[config.mk]
export PLATFORM = sky130hd
export DESIGN_NAME = sdlm_front
export DESIGN_NICKNAME = d
export VERILOG_FILES = /design/src/stereo_delay_line_mix_assert.svh /design/src/sdlm_pkg.sv /design/src/sdlm_front.sv
export SDC_FILE = /design/constraint.sdc
export NUM_CORES = 1
export LEC_CHECK = 0
export ABC_CLOCK_PERIOD_IN_PS = 6650
export BUFFER_PORTS_ARGS = -buffer_cell sky130_fd_sc_hd__buf_2
export CAP_MARGIN = 5
export CORE_MARGIN = 2
export CORE_UTILIZATION = 56
export CTS_CLUSTER_DIAMETER = 120
export DETAILED_ROUTE_END_ITERATION = 12
export GPL_TIMING_DRIVEN = 0
export PLACE_DENSITY = 0.92
export SETUP_SLACK_MARGIN = 0.5
export SKIP_LAST_GASP = 1
export SYNTH_ARGS = -nofsm -noshare
export SYNTH_HDL_FRONTEND = slang
export SYNTH_SLANG_ARGS = --single-unit
[constraint.sdc]
create_clock -name i_clk -period 6.65 [get_ports i_clk]
set_input_delay 1.33 -clock i_clk [delete_from_list [all_inputs] [get_ports i_clk]]
set_output_delay 1.33 -clock i_clk [all_outputs]
set_load 0.02 [all_outputs]
[src/stereo_delay_line_mix_assert.svh]
// Assertion macros used by the back part of the delay line mixer RTL.
`ifndef STEREO_DELAY_LINE_MIX_ASSERT_SVH
`define STEREO_DELAY_LINE_MIX_ASSERT_SVH

// Whenever ante holds at a clock edge, cons must hold at the same edge.
`define SDLM_ASSERT_IMPL(label, ante, cons, msg) \
    label: assert property (@(posedge i_clk) disable iff (!i_rst_n) (ante) |-> (cons)) \
        else $error(msg);

// Whenever ante holds at a clock edge, cons must hold at the next edge.
`define SDLM_ASSERT_NEXT(label, ante, cons, msg) \
    label: assert property (@(posedge i_clk) disable iff (!i_rst_n) (ante) |=> (cons)) \
        else $error(msg);

`endif

[src/sdlm_pkg.sv]
// Shared types and constants of the stereo delay line mixer.
package sdlm_pkg;

    localparam int DEPTH       = 262144;
    localparam int ADDR_W      = $clog2(DEPTH);
    localparam int SAMPLE_W    = 24;
    localparam int GAIN_W      = 16;
    localparam int DELAY_W     = 18;
    localparam int CFG_IDX_W   = 2;
    localparam int CFG_DATA_W  = 18;
    localparam int PHASE_W     = 13;
    localparam int WETK_W      = GAIN_W + PHASE_W;
    localparam int QUEUE_DEPTH = 2;
    localparam int QPTR_W      = $clog2(QUEUE_DEPTH);
    localparam int QCNT_W      = $clog2(QUEUE_DEPTH + 1);

    // 0.2 in Q0.15, rounded.
    localparam logic [PHASE_W-1:0] PHASE_Q15 = 13'd6554;

    localparam logic [CFG_IDX_W-1:0] CFG_DELAY_FRAMES = 2'd0;
    localparam logic [CFG_IDX_W-1:0] CFG_DRY_GAIN     = 2'd1;
    localparam logic [CFG_IDX_W-1:0] CFG_WET_GAIN     = 2'd2;

    typedef struct packed {
        logic [SAMPLE_W-1:0] sample_left;
        logic [SAMPLE_W-1:0] sample_right;
        logic [ADDR_W-1:0]   wr_addr;
        logic [ADDR_W-1:0]   rd_addr;
        logic                hist_valid;
        logic [GAIN_W-1:0]   dry_gain;
        logic [WETK_W-1:0]   wet_k;
    } t_entry;

    typedef enum logic [1:0] {
        BK_IDLE,
        BK_MUL,
        BK_SUM
    } t_back_state;

endpackage

[src/sdlm_front.sv]
// Front part: configuration registers, write position and read address setup.
module sdlm_front (
    input  logic                              i_clk,
    input  logic                              i_rst_n,
    input  logic                              i_cfg_we,
    input  logic [sdlm_pkg::CFG_IDX_W-1:0]    i_cfg_index,
    input  logic [sdlm_pkg::CFG_DATA_W-1:0]   i_cfg_data,
    input  logic                              i_s_valid,
    output logic                              o_s_ready,
    input  logic [sdlm_pkg::SAMPLE_W-1:0]     i_s_left,
    input  logic [sdlm_pkg::SAMPLE_W-1:0]     i_s_right,
    output logic                              o_push,
    output sdlm_pkg::t_entry                  o_entry,
    input  logic                              i_full
);

    localparam logic [sdlm_pkg::ADDR_W-1:0] LAST_ADDR =
        sdlm_pkg::ADDR_W'(sdlm_pkg::DEPTH - 1);

    logic [sdlm_pkg::DELAY_W-1:0] r_delay;
    logic [sdlm_pkg::GAIN_W-1:0]  r_dry;
    logic [sdlm_pkg::GAIN_W-1:0]  r_wet;
    logic [sdlm_pkg::ADDR_W-1:0]  r_wr_pos;
    logic [sdlm_pkg::ADDR_W-1:0]  r_fill;
    logic [sdlm_pkg::ADDR_W-1:0]  n_wr_pos;
    logic [sdlm_pkg::ADDR_W-1:0]  n_fill;
    logic [sdlm_pkg::DELAY_W-1:0] delay_eff;
    logic [sdlm_pkg::ADDR_W-1:0]  delay_addr;

    assign o_s_ready = !i_full;
    assign o_push    = i_s_valid && !i_full;

    // Clamp the delay to 1..DEPTH-1.
    always_comb begin
        if (r_delay == '0) begin
            delay_eff = sdlm_pkg::DELAY_W'(1);
        end else if ({1'b0, r_delay} > (sdlm_pkg::DELAY_W + 1)'(sdlm_pkg::DEPTH - 1)) begin
            delay_eff = sdlm_pkg::DELAY_W'(sdlm_pkg::DEPTH - 1);
        end else begin
            delay_eff = r_delay;
        end
        delay_addr = sdlm_pkg::ADDR_W'(delay_eff);
    end

    // The fill count tells whether the read entry has been written since reset;
    // an entry never written reads as zero.
    always_comb begin
        o_entry.sample_left  = i_s_left;
        o_entry.sample_right = i_s_right;
        o_entry.wr_addr      = r_wr_pos;
        o_entry.rd_addr      = r_wr_pos - delay_addr;
        o_entry.hist_valid   = (delay_addr <= r_fill);
        o_entry.dry_gain     = r_dry;
        o_entry.wet_k        = sdlm_pkg::WETK_W'(r_wet) *
                               sdlm_pkg::WETK_W'(sdlm_pkg::PHASE_Q15);
        n_wr_pos             = r_wr_pos + 1'b1;
        n_fill               = (r_fill == LAST_ADDR) ? r_fill : r_fill + 1'b1;
    end

    always_ff @(posedge i_clk) begin
        if (!i_rst_n) begin
            r_delay  <= sdlm_pkg::DELAY_W'(1);
            r_dry    <= sdlm_pkg::GAIN_W'(32768);
            r_wet    <= '0;
            r_wr_pos <= LAST_ADDR;
            r_fill   <= '0;
        end else begin
            if (i_cfg_we) begin
                case (i_cfg_index)
                    sdlm_pkg::CFG_DELAY_FRAMES: r_delay <= i_cfg_data[sdlm_pkg::DELAY_W-1:0];
                    sdlm_pkg::CFG_DRY_GAIN:     r_dry   <= i_cfg_data[sdlm_pkg::GAIN_W-1:0];
                    sdlm_pkg::CFG_WET_GAIN:     r_wet   <= i_cfg_data[sdlm_pkg::GAIN_W-1:0];
                    default: ;
                endcase
            end
            if (o_push) begin
                r_wr_pos <= n_wr_pos;
                r_fill   <= n_fill;
            end
        end
    end

endmodule

==> metrics.md <==
| Metric | Value |
|---|---|
| Outcome | `completed` |
| First-pass GRT wire length | `37400 µm` |
| Netlist Area Pre-Place | `8840 µm²` |
| Antenna Cells | `0` |
| Yosys warns | `0` |
| Tightest Pin Transition | `slightly above 1000 ps` |
| Area growth syn-to-layout | `22.9%` |
| Final period util | `0.940` |
| Max Slew Vio Count | `0` |
| Core area | `between 15000 and 20000 µm²` |
| Die span in y | `roughly 130 µm` |
| Initial antenna violation count | `0` |
| Area leader, netlist | `ha_1` |
| Hold Vio Cnt, Final | `0` |
| Worst clock skew | `about 3.1 ps` |
| Max FO, Critical Path | `6` |
| DR vias | `approximately 8300` |
| Crit. End Element | `output pin` |
| Die ar. | `16800 µm²` |
| Finished Core Util | `0.709` |
| Max clock buf depth | `2` |
| Clk slew on worst S/H paths | `approximately 70 ps` |
| Clock root buffer master | `clkbuf_16` |
| Starting Density | `0.577` |
| Num rows | `45` |
| Tmin final | `roughly 6300 ps` |
| Setup_tns | `0 ps` |
| Data arrival, critical path | `just under 5000 ps` |
| Flops & latches, synth | `86` |
| TritonCTS Buffers | `9` |
| # setup viols final | `0` |
| Drt initial violations | `about 650` |
| Fmax | `approximately 0.16 GHz` |
| H-tree depth | `3` |
| Detail Placement HPWL | `roughly 18000 µm` |
| Placement Setup Slack | `between 100 and 150 ps` |
| Worst skew pair latency | `between 300 and 400 ps` |
| Synth top area cells | `ha_1 21%, dfxtp_1 19%, fa_1 13%` |
| Worst rel slew slack | `0.309` |
| PortBufs | `roughly 160` |
| Total GRT Usage | `0.278` |
| Post-Syn Nets | `~1400` |
| Share of layout cells above drive strength 1 | `0.247` |
| Number of synthesized flops with an enable pin | `0` |
| Gpl congestion | `approximately 0.9` |
| CTS tree | `done` |
| Clock Sinks | `86` |
| Global route overflow | `0` |
| Drt wl/cell | `16.6 µm` |
| Number of global-route vias before repair | `slightly above 8000` |
| RSZ-0062 raised after global routing | `yes` |
| Tot Pwr | `1.81 mW` |
| Max VDD drop | `approximately 170 µV` |
| Post-Syn Instances | `roughly 1100` |
| Asr flop ratio synth | `0` |
| Max_cap viols | `0` |
| DRT Pass-1 Iters | `6` |
| DRT antenna net count | `0` |
| Detailed Route WL | `about 25000 µm` |
| Final Worst Setup Slack | `398 ps` |
| HP Class | `reg2reg` |
| LEAKAGE | `approximately 5.4 nW` |
| Area after DPL | `9880 µm²` |
| Final design area excluding fillers | `10900 µm²` |
| Top_reg_cell synth | `dfxtp_1` |
| DR vias/cell | `5.61` |
| Startpoint Class | `register` |
| Share of the yosys chip area belonging to registers | `0.195` |
| Nets@finish | `1544` |
| Io pins | `approximately 210` |
| DRC viols | `0` |
| Yosys top cell area share | `0.205` |
| Critical path class | `reg2out` |
| Yosys cell types | `60` |
| Largest net degree at the start of global routing | `18` |
| Synthesized area per cell | `8.22 µm²` |
| Die width | `between 100 and 150 µm` |
| Critical Path RT | `around 5300 ps` |
| Pwr dens | `about 170 nW/µm²` |
-- power breakdown --
| part | leakage, nW | switching [mW] | internal (mW) |
|---|---|---|---|
| registers | 0.710 | 0.0333 | 0.534 |
| logic | 4.52 | 0.425 | 0.287 |
| clock network | 0.151 | 0.231 | 0.300 |
-- logic make-up after synthesis --
group	synth area share
buffers and inverters	0.131
AND/OR/NAND/NOR	0.143
adder cells (fa/ha/maj)	0.337
flip-flops	0.195
other	0.000424
XOR/XNOR	0.0624
AO/OA/AOI/OAI	0.131
multiplexers	0.00113
-- registers in the layout, summed over array words and instances (netlist names) --
name / cells
r_fill: 18
r_dry: 16
r_wr_pos: 18
r_delay: 18
r_wet: 16
-- cells in the mapped netlist (2+ instances only) --
| master | instances |
|---|---|
| nand3b_1 | 2 |
| a41oi_1 | 2 |
| and3b_1 | 2 |
| buf_1 | 2 |
| a21oi_1 | 93 |
| nor4_1 | 4 |
| nor3b_1 | 2 |
| xnor2_1 | 38 |
| or3_1 | 4 |
| nand4_1 | 13 |
| nand3_1 | 21 |
| nor2b_1 | 7 |
| nand2b_1 | 5 |
| o21bai_1 | 3 |
| a211oi_1 | 2 |
| a21boi_0 | 4 |
| clkbuf_1 | 36 |
| fa_1 | 58 |
| nor2_1 | 39 |
| or4_1 | 2 |
| a211o_1 | 2 |
| and4_1 | 2 |
| inv_1 | 167 |
| buf_4 | 51 |
| ha_1 | 145 |
| dfxtp_1 | 86 |
| xor2_1 | 25 |
| a31oi_1 | 6 |
| o31ai_1 | 2 |
| o21a_1 | 7 |
| and2_1 | 2 |
| o211ai_1 | 3 |
| nand2_1 | 143 |
| and3_1 | 8 |
| a221oi_1 | 4 |
| nor3_1 | 10 |
| a21o_1 | 21 |
| o21ai_0 | 31 |
-- layout by cell type, fill, tap and decap left out, drive strengths merged, types with 3 or more instances in the layout --
cell type	n
nor3	10
a221oi	4
clkbuf	44
a21boi	4
dfxtp	86
nor2b	7
nand2b	5
o21ai	31
inv	170
xor2	25
ha	145
nand2	143
buf	236
a31oi	6
nand4	14
nor2	39
a21oi	93
o211ai	3
o21a	7
nand3	22
and4	3
a21o	21
o21bai	3
or3	4
nor4	4
fa	58
and3	9
xnor2	38
-- metal layers --
metal | vias up | GRT usage | routed length [µm]
li1 | 3878 | - | -
met1 | 3951 | 0.326 | 9360
met2 | 387 | 0.506 | 12600
met3 | 102 | 0.0355 | 1510
met4 | 0 | 0.128 | 1150
met5 | - | 0 | 0
-- stage by stage --
stage          hold WS [ps]  instances
2_1_floorplan           448       1076
3_3_place_gp            441       1442
3_5_place_dp            446       1442
4_1_cts                 456       1473
5_1_grt                 480       1484
6_report                460       1484
-- critical path, cell delays in order (launching register included) --
cell,delay [ps]
dfxtp_4,390
ha_4,260
xor2_1,170
ha_1,220
a21o_1,200
fa_1,490
fa_1,550
inv_1,90
fa_1,540
inv_1,70
ha_4,230
buf_4,150
a21oi_4,150
o21ai_2,100
a211oi_4,300
o21ai_2,140
a41oi_2,220
xnor2_1,150
buf_4,180
-- worst paths after layout --
kind	end	slack [ps]	start	cells past startpoint
setup / recovery	o_entry[27]	400	r_wet[2]$_SDFFE_PN0P_	18
hold / removal	r_dry[14]$_SDFFE_PN0P_	460	r_dry[14]$_SDFFE_PN0P_	2
setup reg to reg	r_fill[17]$_SDFFE_PN0P_	4550	r_fill[11]$_SDFFE_PN0P_	8
hold reg to reg	r_dry[14]$_SDFFE_PN0P_	460	r_dry[14]$_SDFFE_PN0P_	2
-- timing repair --
action | 4_1_cts | 5_1_grt
hold buffers | 0 | 0
endpoints found under the setup margin | 14 | 10
resized for setup | 61 | 36
hold endpoints to repair | 0 | 0
pin swaps | 28 | 26
buffers inserted | 15 | 11
-- area by class of cell --
cell class	count	area (µm²)
well taps	211	264
fillers	1067	4450
repair buffers	181	981
flip-flops and latches	86	1770
clock buffers	9	225
inverters	167	627
plain buffers	90	532
clock inverters	7	91.3
multi-input cells	733	6370
No activity file was read; power rests on OpenSTA's default activity.
