--- src/stereo_delay_line_mix_assert.svh ---
// Assertion macros used by the back part of the delay line mixer RTL.
`ifndef STEREO_DELAY_LINE_MIX_ASSERT_SVH
`define STEREO_DELAY_LINE_MIX_ASSERT_SVH

// Whenever ante holds at a clock edge, cons must hold at the same edge.
`define SDLM_ASSERT_IMPL(label, ante, cons, msg) \
    label: assert property (@(posedge i_clk) disable iff (!i_rst_n) (ante) |-> (cons)) \
        else $error(msg);

// Whenever ante holds at a clock edge, cons must hold at the next edge.
`define SDLM_ASSERT_NEXT(label, ante, cons, msg) \
    label: assert property (@(posedge i_clk) disable iff (!i_rst_n) (ante) |=> (cons)) \
        else $error(msg);

`endif

--- src/sdlm_pkg.sv ---
// Shared types and constants of the stereo delay line mixer.
package sdlm_pkg;

    localparam int DEPTH       = 262144;
    localparam int ADDR_W      = $clog2(DEPTH);
    localparam int SAMPLE_W    = 24;
    localparam int GAIN_W      = 16;
    localparam int DELAY_W     = 18;
    localparam int CFG_IDX_W   = 2;
    localparam int CFG_DATA_W  = 18;
    localparam int PHASE_W     = 13;
    localparam int WETK_W      = GAIN_W + PHASE_W;
    localparam int QUEUE_DEPTH = 2;
    localparam int QPTR_W      = $clog2(QUEUE_DEPTH);
    localparam int QCNT_W      = $clog2(QUEUE_DEPTH + 1);

    // 0.2 in Q0.15, rounded.
    localparam logic [PHASE_W-1:0] PHASE_Q15 = 13'd6554;

    localparam logic [CFG_IDX_W-1:0] CFG_DELAY_FRAMES = 2'd0;
    localparam logic [CFG_IDX_W-1:0] CFG_DRY_GAIN     = 2'd1;
    localparam logic [CFG_IDX_W-1:0] CFG_WET_GAIN     = 2'd2;

    typedef struct packed {
        logic [SAMPLE_W-1:0] sample_left;
        logic [SAMPLE_W-1:0] sample_right;
        logic [ADDR_W-1:0]   wr_addr;
        logic [ADDR_W-1:0]   rd_addr;
        logic                hist_valid;
        logic [GAIN_W-1:0]   dry_gain;
        logic [WETK_W-1:0]   wet_k;
    } t_entry;

    typedef enum logic [1:0] {
        BK_IDLE,
        BK_MUL,
        BK_SUM
    } t_back_state;

endpackage

--- src/sdlm_queue.sv ---
// Two-entry queue between the front and back parts of the mixer.
module sdlm_queue (
    input  logic              i_clk,
    input  logic              i_rst_n,
    input  logic              i_push,
    input  sdlm_pkg::t_entry  i_entry,
    output logic              o_full,
    input  logic              i_pop,
    output logic              o_valid,
    output sdlm_pkg::t_entry  o_entry
);

    sdlm_pkg::t_entry                r_slot [sdlm_pkg::QUEUE_DEPTH];
    logic [sdlm_pkg::QPTR_W-1:0]     r_wr_ptr;
    logic [sdlm_pkg::QPTR_W-1:0]     r_rd_ptr;
    logic [sdlm_pkg::QCNT_W-1:0]     r_count;

    assign o_full  = (r_count == sdlm_pkg::QCNT_W'(sdlm_pkg::QUEUE_DEPTH));
    assign o_valid = (r_count != '0);
    assign o_entry = r_slot[r_rd_ptr];

    always_ff @(posedge i_clk) begin
        if (i_push) begin
            r_slot[r_wr_ptr] <= i_entry;
        end
    end

    always_ff @(posedge i_clk) begin
        if (!i_rst_n) begin
            r_wr_ptr <= '0;
            r_rd_ptr <= '0;
            r_count  <= '0;
        end else begin
            if (i_push) begin
                r_wr_ptr <= r_wr_ptr + 1'b1;
            end
            if (i_pop) begin
                r_rd_ptr <= r_rd_ptr + 1'b1;
            end
            if (i_push && !i_pop) begin
                r_count <= r_count + 1'b1;
            end else if (i_pop && !i_push) begin
                r_count <= r_count - 1'b1;
            end
        end
    end

endmodule

--- config.mk ---
export PLATFORM = sky130hd
export DESIGN_NAME = sdlm_queue
export DESIGN_NICKNAME = d
export VERILOG_FILES = /design/src/stereo_delay_line_mix_assert.svh /design/src/sdlm_pkg.sv /design/src/sdlm_queue.sv
export SDC_FILE = /design/constraint.sdc
export NUM_CORES = 1
export LEC_CHECK = 0
export BUFFER_PORTS_ARGS = -buffer_cell sky130_fd_sc_hd__buf_2
export CAP_MARGIN = 10
export CORE_ASPECT_RATIO = 1.25
export CORE_UTILIZATION = 40
export CTS_BUF_LIST = sky130_fd_sc_hd__clkbuf_16
export DETAILED_ROUTE_END_ITERATION = 6
export PLACE_DENSITY = 0.72
export SYNTH_ARGS = -nofsm -noshare
export SYNTH_HDL_FRONTEND = slang
export SYNTH_SLANG_ARGS = --single-unit
export TNS_END_PERCENT = 100
--- constraint.sdc ---
create_clock -name i_clk -period 17.2 [get_ports i_clk]
set_clock_uncertainty 0.1 [all_clocks]
set_input_delay 3.44 -clock i_clk [delete_from_list [all_inputs] [get_ports i_clk]]
set_output_delay 3.44 -clock i_clk [all_outputs]
set_load 0.01 [all_outputs]
==> metrics.md, run 1 <==
| Metric | Value |
|---|---|
| Crit path max-delay family | `flip-flops` |
| Post-CTS Setup Bufs | `0` |
| Max_slew headroom | `30.6%` |
| Ys async rst share | `0%` |
| TritonCTS clock tree | `built` |
| Post-Synth XOR/XNOR Area | `less than 1%` |
| Share of cells above drive strength 1 | `61.3%` |
| Global-route wire length before repair | `between 20 and 30 mm` |
| Die area | `approximately 25000 um2` |
| Final min period | `between 6000 and 7000 ps` |
| Total of max-cap violations | `0` |
| WS Path Type | `flip-flop to output pin` |
| Die width | `roughly 140 um` |
| Count of final max-slew check failures | `0` |
| Area Growth Syn to Fin | `27.0%` |
| Share of the synthesized area in the top cell type | `81.1%` |
| Crit path buffers/inverters | `2` |
| Sink Count | `265` |
| Post-synth cell types | `18` |
| Total power | `~0.0015 W` |
| Status | `completed` |
| Post-synth top cells | `260 x edfxtp_1, 130 x mux2_2, 10 x buf_6, 5 x dfxtp_1, 4 x and2_1` |
| Cell Rows | `between 60 and 70` |
| # hold bufs at CTS | `0` |
| Final wirelength | `18.3 mm` |
| Reg clk slew, reported paths | `around 70 ps` |
| Worst path cell trace | `buf_4 > mux2_2 > buf_2` |
| Min-Delay Path Depth | `2` |
| Post-synth EDFFs | `between 200 and 300` |
| Initial antenna violation count | `2` |
| Placer Congestion | `around 0.73` |
| Detail Placement HPWL | `~12 mm` |
| DIE HEIGHT | `between 150 and 200 um` |
| R2r setup slk | `~15000 ps` |
| Post-synthesis compound-gate area fraction | `less than 1%` |
| Post-synthesis cell count | `about 430` |
| Via count | `about 4900` |
| Hold Slack | `between 400 and 500 ps` |
| Largest net degree at the start of global routing | `a little under 80` |
| DRT iter0 DRCs | `192` |
| Hold_sp | `r_count[1]` |
| Fillers | `1923` |
| Startpoint types | `flip-flop` |
| Root Driver | `clkbuf_16` |
| Final setup TNS | `0 ps` |
| DRC Markers | `0` |
| Adder-cell share of the synthesized area | `less than 1%` |
| Worst vdd ir | `between 0.08 and 0.09 mV` |
| Mux cell area share after synthesis | `between 15 and 20%` |
| Worst reg2reg path endpoint | `r_slot[1][5]` |
| Reg2Reg Launch Point | `r_wr_ptr` |
| Final instance area | `12200 um2` |
| CP required | `about 14000 ps` |
| Synth Flop Type | `edfxtp_1` |
| H-tree levels | `1` |
| Clock Tree Buf Depth | `3` |
| Leak Pwr | `between 4 and 5 nW` |
| R2R depth | `2` |
| Critical Path Sink Type | `output pin` |
| Crit path arrival time | `2890 ps` |
| Worst Tran Pin Value | `~1000 ps` |
| Avg WL per Cell | `17.9 um` |
| Mapped Area | `9630 um2` |
| Fin. Hold Viols | `0` |
| Routed vias/inst | `4.77` |
| Most frequent cell after synthesis | `edfxtp_1` |
| Synthesized flop and latch total | `265` |
| Router iterations before antenna repair | `4` |
| Placed Cells | `roughly 1000` |
| CP max-delay cell | `dfxtp_4` |
| GR Util All Layers | `approximately 14%` |
| DP Area | `~11000 um2` |
| Final ANT Viol Nets | `0` |
| Syn_area_per_cell | `22.6 um2` |
| Unrepaired setup endpoints after global routing | `false` |
| Cts bufs inserted | `26` |
| Hold endpoint | `r_count[1]` |
| Final period utilization | `37.4%` |
| Cell taking the most area after synthesis | `edfxtp_1` |
| Port-buffer cells | `between 200 and 300` |
| Synth warn | `0` |
| Worst-skew pair later-pin latency | `520 ps` |
| Post-cts resize count | `0` |
| Max Freq | `about 160 MHz` |
| I/O pins | `between 200 and 300` |
| Power per cell area | `between 100 and 150 nW/um2` |
| Simple logic cell fraction of the synthesized area | `less than 1%` |
| Post-route insts no fill | `1022` |
| Final net count | `approximately 840` |
| Sequential-to-total area share from yosys stat | `between 80% and 90%` |
| Total gr overflow | `0` |
| Synth area leaders | `edfxtp_1 81%, mux2_2 15%, buf_6 1.2%` |
| Finish-stage setup viols | `0` |
| Hold Crit Class | `flip-flop to flip-flop` |
| Net Count, Synth | `approximately 560` |
| CP Max Fanout | `76` |
| CORE AREA | `between 20000 and 25000 um2` |
| Vias in the first global route | `5101` |
| Largest family of logic cells by synthesized area | `multiplexers` |
| Effective utilization at floorplan | `40.7%` |
| CP max stage delay | `slightly above 1000 ps` |
## sequential cells by signal, indices dropped and copies added (netlist names), named ones only
register  count
r_count       2
r_wr_ptr      1
r_slot      260
r_rd_ptr      1
## per-stage QoR
stage,util [%],setup slack (ps)
global placement,47.5,11220
detailed placement,47.5,11210
CTS,51.7,10660
global route,51.7,10550
finish,51.7,10770
floorplan,-,7360
## cell families (layout without fill, tap and decap cells)
family | Yosys count | count (layout)
multiplexers | 130 | 130
flip-flops | 265 | 265
XOR/XNOR | 3 | 3
buffers and inverters | 15 | 318
adder cells (fa/ha/maj) | 1 | 1
AO/OA/AOI/OAI | 3 | 3
AND/OR/NAND/NOR | 9 | 9
other | 0 | 1
## cells in the final DEF, fill, tap and decap left out
cell type,n
dfxtp_1,4
clkinvlp_4,3
o21a_1,1
edfxtp_1,260
clkbuf_16,27
nor2b_1,1
inv_1,2
clkinv_2,2
or3_1,1
ha_1,1
or2_2,1
a21boi_0,1
mux2_2,130
diode_2,1
o21ai_0,1
buf_4,4
buf_2,265
bufinv_16,8
clkinv_4,3
and2_1,3
xor2_1,2
dfxtp_4,1
and2_4,1
and2b_2,1
nor2b_4,1
xnor2_1,1
clkinv_1,4
## final cells by class
| type | instances | area [um2] | share of cell area (%) |
|---|---|---|---|
| diodes | 1 | 2.50 | 0.0205 |
| clock inverters | 21 | 318 | 2.60 |
| repair buffers | 269 | 1360 | 11.1 |
| clock buffers | 27 | 676 | 5.53 |
| flip-flops and latches | 265 | 7910 | 64.7 |
| multi-input cells | 146 | 1590 | 13.0 |
| well taps | 292 | 365 | 2.99 |
| inverters | 1 | 3.75 | 0.0307 |
## power by group
| part | total [W] | switching, W | internal, W |
|---|---|---|---|
| combinational | 0.000134 | 0.0000673 | 0.0000664 |
| sequential | 0.000762 | 0.0000152 | 0.000747 |
| clock | 0.000640 | 0.000234 | 0.000406 |
## routing by layer
layer,track usage (%),vias up,part of all wire (%)
li1,-,2270,-
met1,15.0,2397,37
met2,26.5,171,53
met3,4.12,37,7.3
met4,5.48,2,2.7
met5,0,-,0.071
## worst max-delay path by stage
| stage | start | endpoint | cells after the start |
|---|---|---|---|
| floorplan | i_push | r_slot[0][0] | 1 |
| global placement | flip-flop | o_entry[98] | 3 |
| detailed placement | flip-flop | o_entry[98] | 3 |
| CTS | flip-flop | o_entry[93] | 3 |
| global route | flip-flop | o_entry[98] | 3 |
| finish | flip-flop | o_entry[93] | 3 |
## worst reg2reg max path: stages, from the launching register on
cell and delay [ps]:
dfxtp_1 390, and2_4 820, buf_4 830
(Power assumes the default switching activity.)
==> run 2: changes to the inputs <==
--- a/config.mk
+++ b/config.mk
@@ -11,7 +11,7 @@
 export CORE_UTILIZATION = 40
 export CTS_BUF_LIST = sky130_fd_sc_hd__clkbuf_16
 export DETAILED_ROUTE_END_ITERATION = 6
-export PLACE_DENSITY = 0.72
+export PLACE_DENSITY = 0.74
 export SYNTH_ARGS = -nofsm -noshare
 export SYNTH_HDL_FRONTEND = slang
 export SYNTH_SLANG_ARGS = --single-unit
==> constraint.sdc (replaced) <==
create_clock -name i_clk -period 5.35 [get_ports i_clk]
set_clock_uncertainty 0.1 [all_clocks]
set_input_delay 1.07 -clock i_clk [delete_from_list [all_inputs] [get_ports i_clk]]
set_output_delay 1.07 -clock i_clk [all_outputs]
set_load 0.01 [all_outputs]
==> run 2 against run 1 <==
  * Worst hold slack worse by 4.2 ps
  * Sequential share of layout area up 0.16 points
  * Clock power grew to 3.0 times the previous value
  * Largest cell class unchanged
  * Highest routed layer is now met4
==> metrics.md, run 2 (synthesis gave the netlist of run 1 again) <==
| Metric | Value |
|---|---|
| Clock share of power | `40.4% (was 41.7%)` |
| Die width | `141 um (unchanged)` |
| Leak Pwr | `4.58 nW (about the same)` |
| Post-route insts no fill | `1023 (was 1022)` |
| Final ANT Viol Nets | `0 (unchanged)` |
| Final min period | `3620 ps` |
| Initial antenna violation count | `2 (unchanged)` |
| Effective utilization at floorplan | `40.7% (unchanged)` |
| Logic pwr share | `9.0% (was 8.7%)` |
| Hold Crit Class | `flip-flop to flip-flop (unchanged)` |
| Clock Tree Buf Depth | `3 (unchanged)` |
| Total gr overflow | `0 (unchanged)` |
| Share of cells above drive strength 1 | `60.9% (was 61.3%)` |
| Max reg flops | `260 (unchanged)` |
| Die area | `24700 um2 (unchanged)` |
| Sink Count | `265 (unchanged)` |
| Area Growth Syn to Fin | `26.7% (was 27.0%)` |
| Unrepaired setup endpoints after global routing | `false (unchanged)` |
| Final wirelength | `18.0 mm (was 18.3 mm)` |
| Final net count | `844 (unchanged)` |
| DIE HEIGHT | `175 um (unchanged)` |
| Placed Cells | `973 (unchanged)` |
| Fin. Hold Viols | `0 (unchanged)` |
| Switching pwr | `0.00101 W (was 0.000316 W)` |
| Worst Tran Pin Value | `990 ps (was 1040 ps)` |
| Finish-stage setup viols | `0 (unchanged)` |
| WS Path Type | `flip-flop to output pin (unchanged)` |
| Crit path arrival time | `2450 ps (was 2890 ps)` |
| DRC Markers | `0 (unchanged)` |
| Post-cts resize count | `0 (unchanged)` |
| Max Freq | `about 280 MHz` |
| Worst-skew pair later-pin latency | `510 ps (was 520 ps)` |
| DRT iter0 DRCs | `176 (was 192)` |
| Cts bufs inserted | `26 (unchanged)` |
| Max_slew headroom | `34.0% (was 30.6%)` |
| Root Driver | `clkbuf_16 (unchanged)` |
| Most common cell after layout, fill and taps aside | `buf_2 (unchanged)` |
| Router iterations before antenna repair | `6 (was 4)` |
| Critical Path Sink Type | `output pin (unchanged)` |
| Reg clk slew, reported paths | `60 ps (was 70 ps)` |
| Net Sw Frac | `20.9% (was 20.6%)` |
| Cell Rows | `63 (unchanged)` |
| Global-route wire length before repair | `27.0 mm (was 26.9 mm)` |
| Sequential power share | `50.6% (was 49.6%)` |
| Int Pwr | `0.00382 W (was 0.00122 W)` |
| Largest regs | `r_slot (260), r_count (2) (unchanged)` |
| # hold bufs at CTS | `0 (unchanged)` |
| Largest net degree at the start of global routing | `71 (was 77)` |
| Worst vdd ir | `0.271 mV (was 0.0896 mV)` |
| Routed vias/inst | `4.76 (was 4.77)` |
| Power per cell area | `396 nW/um2 (was 126 nW/um2)` |
| TritonCTS clock tree | `built (unchanged)` |
| Count of final max-slew check failures | `0 (unchanged)` |
| Status | `completed (unchanged)` |
| Startpoint types | `flip-flop (unchanged)` |
| Post-CTS Setup Bufs | `0 (unchanged)` |
| CP required | `4180 ps (was 13660 ps)` |
| Fin util | `51.6% (was 51.7%)` |
| Final setup TNS | `0 ps (unchanged)` |
| Final period utilization | `roughly 68%` |
| Avg WL per Cell | `17.6 um (was 17.9 um)` |
| Reg with most FFs | `r_slot (unchanged)` |
| Placer Congestion | `0.720 (was 0.733)` |
| I/O pins | `266 (unchanged)` |
| Via count | `4868 (was 4877)` |
| Detail Placement HPWL | `11.8 mm (about the same)` |
| Most frequent cells in the layout | `265 x buf_2, 260 x edfxtp_1, 130 x mux2_2 (unchanged)` |
| Vias in the first global route | `5085 (was 5101)` |
| Port-buffer cells | `265 (unchanged)` |
| CP Max Fanout | `70 (was 76)` |
| GR Util All Layers | `14.1% (was 14.2%)` |
| Total of max-cap violations | `0 (unchanged)` |
| H-tree levels | `1 (unchanged)` |
| CORE AREA | `23600 um2 (unchanged)` |
-- run 2: critical path: stages (launching register included) --
cell     delay [ps]
dfxtp_4         990
buf_12          400
mux2_2          390
buf_2           140
-- run 2: per-layer routing --
layer | routed length, um | track usage, % | vias to the layer above
li1 | - | - | 2268
met1 | 6830 | 15.4 | 2404
met2 | 9690 | 26.5 | 163
met3 | 967 | 3.11 | 33
met4 | 488 | 5.57 | 0
met5 | 0 | 0 | -
-- run 2: area by class of cell --
class,count,area [um2]
diodes,2,5.00
clock buffers,27,676
clock inverters,21,260
fillers,1905,11500
inverters,1,3.75
multi-input cells,146,1590
flip-flops and latches,265,7910
well taps,292,365
repair buffers,269,1380
-- run 2: final timing paths --
kind	start	end	cells after the start	slack (ps)
max reg2reg	r_wr_ptr	r_slot[1][9]	2	3280
max	flip-flop	o_entry[18]	3	1730
min reg2reg	r_count[1]	r_count[1]	2	440
min	r_count[1]	r_count[1]	2	440
-- run 2: power groups by stage --
stage                     Clock [W]  Sequential, W  Combinational, W
after floorplan                   0        0.00247          0.000271
after global placement            0        0.00249          0.000429
after detailed placement          0        0.00249          0.000438
after CTS                   0.00200        0.00245          0.000441
after global routing        0.00207        0.00246          0.000466
final                       0.00195        0.00245          0.000433
-- run 2: metrics by stage --
step | area, um2 | worst slack, ps | total power [W] | hold slack [ps]
finish | 12200 | 1730 | 0.00483 | 438
global route | 12200 | 1550 | 0.00499 | 471
CTS | 12200 | 1660 | 0.00489 | 454
detailed placement | 11300 | 2210 | 0.00293 | 445
global placement | 11300 | 2220 | 0.00292 | 395
floorplan | 9630 | 334 | 0.00274 | 368
==> run 3: changes to the inputs <==
--- a/config.mk
+++ b/config.mk
@@ -5,6 +5,7 @@
 export SDC_FILE = /design/constraint.sdc
 export NUM_CORES = 1
 export LEC_CHECK = 0
+export ABC_AREA = 1
 export BUFFER_PORTS_ARGS = -buffer_cell sky130_fd_sc_hd__buf_2
 export CAP_MARGIN = 10
 export CORE_ASPECT_RATIO = 1.25
==> constraint.sdc (replaced) <==
create_clock -name i_clk -period 3 [get_ports i_clk]
set_clock_uncertainty 0.1 [all_clocks]
set_input_delay 0.6 -clock i_clk [delete_from_list [all_inputs] [get_ports i_clk]]
set_output_delay 0.6 -clock i_clk [all_outputs]
set_load 0.01 [all_outputs]
==> run 3 against run 2 <==
  * Final area fell by 0.58%
  * Count of clock-buffer cells in the layout decreased by 2
  * Worst hold slack lost 260 ps
  * Largest cell class unchanged
  * Combinational power rose by 71%
  * Largest power group unchanged
  * Sequential share of layout area is 0.38 points higher
==> metrics.md, run 3 <==
| Metric | Value |
|---|---|
| Status | `completed (unchanged)` |
| Syn_area_per_cell | `21.9 um2 (was 22.6 um2)` |
| Hold_sp | `i_entry[7] (was r_count[1])` |
| Net Count, Synth | `574 (was 561)` |
| Vias in the first global route | `5064 (was 5085)` |
| Area Growth Syn to Fin | `25.8% (was 26.7%)` |
| Max_slew headroom | `72.3% (was 34.0%)` |
| Share of cells above drive strength 1 | `59.0% (was 60.9%)` |
| Post-synth top cells | `260 x edfxtp_1, 130 x mux2_2, 10 x buf_6, 9 x nand2_1 (was 260 x edfxtp_1, 130 x mux2_2, 10 x buf_6, 5 x dfxtp_1, 4 x and2_1)` |
| Initial antenna violation count | `2 (unchanged)` |
| Post-synth cell types | `14 (was 18)` |
| Final ANT Viol Nets | `0 (unchanged)` |
| Hold Slack | `176 ps (was 438 ps)` |
| Cell Rows | `63 (unchanged)` |
| Detail Placement HPWL | `11.6 mm (was 11.8 mm)` |
| Sequential-to-total area share from yosys stat | `82.1% (about the same)` |
| Hold Crit Class | `input pin to flip-flop (was flip-flop to flip-flop)` |
| Root Driver | `clkbuf_16 (unchanged)` |
| Post-synth EDFFs | `260 (unchanged)` |
| CORE AREA | `23600 um2 (unchanged)` |
| Total power | `0.00799 W (was 0.00483 W)` |
| Power per cell area | `659 nW/um2 (was 396 nW/um2)` |
| Worst-skew pair later-pin latency | `500 ps (was 510 ps)` |
| Max reg flops | `260 (unchanged)` |
| Avg WL per Cell | `17.0 um (was 17.6 um)` |
| Mapped Area | `9630 um2 (about the same)` |
| Most frequent cells in the layout | `265 x buf_2, 260 x edfxtp_1, 130 x mux2_2 (unchanged)` |
| Port-buffer cells | `265 (unchanged)` |
| DRT iter0 DRCs | `202 (was 176)` |
| Largest regs | `r_slot (260), r_count (2) (unchanged)` |
| Ys async rst share | `0% (unchanged)` |
| Finish-stage setup viols | `0 (unchanged)` |
| Crit path arrival time | `1790 ps (was 2450 ps)` |
| Largest net degree at the start of global routing | `71 (unchanged)` |
| Final net count | `858 (was 844)` |
| Fin. Hold Viols | `0 (unchanged)` |
| # hold bufs at CTS | `0 (unchanged)` |
| Placer Congestion | `0.711 (was 0.720)` |
| Most common cell after layout, fill and taps aside | `buf_2 (unchanged)` |
| Cts bufs inserted | `25 (was 26)` |
| TritonCTS clock tree | `built (unchanged)` |
| I/O pins | `266 (unchanged)` |
| DRC Markers | `0 (unchanged)` |
| Reg2Reg Launch Point | `r_wr_ptr (unchanged)` |
| Reg clk slew, reported paths | `70 ps (was 60 ps)` |
| Worst vdd ir | `0.488 mV (was 0.271 mV)` |
| Final wirelength | `17.6 mm (was 18.0 mm)` |
| Unrepaired setup endpoints after global routing | `false (unchanged)` |
| Final period utilization | `~83%` |
| Effective utilization at floorplan | `40.7% (about the same)` |
| Share of the synthesized area in the top cell type | `81.0% (was 81.1%)` |
| Worst Tran Pin Value | `415 ps (was 990 ps)` |
| Most frequent cell after synthesis | `edfxtp_1 (unchanged)` |
| Final instance area | `12100 um2 (was 12200 um2)` |
| CP required | `2300 ps (was 4180 ps)` |
| Total of max-cap violations | `0 (unchanged)` |
| Synth Flop Type | `edfxtp_1 (unchanged)` |
| Critical Path Sink Type | `output pin (unchanged)` |
| Routed vias/inst | `4.73 (was 4.76)` |
| Final setup TNS | `0 ps (unchanged)` |
| Startpoint types | `flip-flop (unchanged)` |
| Global-route wire length before repair | `26.1 mm (was 27.0 mm)` |
| Post-synthesis cell count | `439 (was 426)` |
| DP Area | `11400 um2 (was 11300 um2)` |
| Synthesized flop and latch total | `265 (unchanged)` |
| H-tree levels | `1 (unchanged)` |
| Post-cts resize count | `0 (unchanged)` |
| Final min period | `2490 ps` |
| Sink Count | `265 (unchanged)` |
| Clock Tree Buf Depth | `3 (unchanged)` |
| DIE HEIGHT | `176 um (was 175 um)` |
| Cell taking the most area after synthesis | `edfxtp_1 (unchanged)` |
| Post-CTS Setup Bufs | `0 (unchanged)` |
| CP Max Fanout | `70 (unchanged)` |
| Max Freq | `between 400 and 500 MHz` |
| Synth area leaders | `edfxtp_1 81%, mux2_2 15%, buf_6 1.2% (unchanged)` |
| WS Path Type | `flip-flop to output pin (unchanged)` |
| Fin util | `51.3% (was 51.6%)` |
| Synth warn | `0 (unchanged)` |
| Count of final max-slew check failures | `0 (unchanged)` |
| Leak Pwr | `4.55 nW (was 4.58 nW)` |
| Die area | `24700 um2 (about the same)` |
| Reg with most FFs | `r_slot (unchanged)` |
| Via count | `4894 (was 4868)` |
| Die width | `141 um (about the same)` |
| GR Util All Layers | `13.7% (was 14.1%)` |
| Total gr overflow | `0 (unchanged)` |
| Router iterations before antenna repair | `4 (was 6)` |
-- run 3: path summary, 6_finish.rpt --
| check | to | slack, ps | cells past startpoint |
|---|---|---|---|
| worst min register to register | r_count[0] | 430 | 2 |
| worst max-delay path | o_entry[60] | 510 | 3 |
| worst min-delay path | r_slot[0][7] | 180 | 1 |
| worst max register to register | r_slot[1][108] | 1480 | 3 |
-- run 3: metal layers --
layer | routed length (um) | track usage, %
met1 | 6470 | 14.7
met5 | 0 | 0
met2 | 9150 | 25.1
met3 | 1500 | 4.39
met4 | 439 | 4.66
-- run 3: stage by stage --
| step | worst slack, ps | instances |
|---|---|---|
| finish | 512 | 1035 |
| global route | 437 | 1034 |
| CTS | 488 | 1033 |
| detailed placement | 1040 | 988 |
| global placement | 1060 | 988 |
| floorplan | -52.5 | 439 |
-- run 3: layout make-up --
cell class                 count  area, um2
fill                        1900      11500
sequential                   265       7910
multi-input combinational    152       1590
timing repair buffer         271       1450
clock buffer                  25        626
tap                          292        365
clock inverter                20        138
inverter                       8       46.3
antenna                        2       5.00
-- run 3: cell families after synthesis --
logic type                 after synthesis  synth area share [%]
DFF                                    265                  82.1
buffers and inverters                   22                  1.71
and+or+nand+nor                         19                 0.779
adders and majority gates                1                 0.130
muxes                                  130                  15.2
AOI/OAI and AO/OA                        2                 0.104
-- run 3: power breakdown --
group	switching (W)	internal (W)	leakage, nW
Combinational	0.000392	0.000348	1.68
Sequential	0.0000456	0.00429	2.48
Clock	0.00124	0.00168	0.393
-- run 3: critical path, stage by stage, from the launching register on --
cell and delay (ps):
dfxtp_4 370, buf_12 290, mux2_2 380, buf_2 150
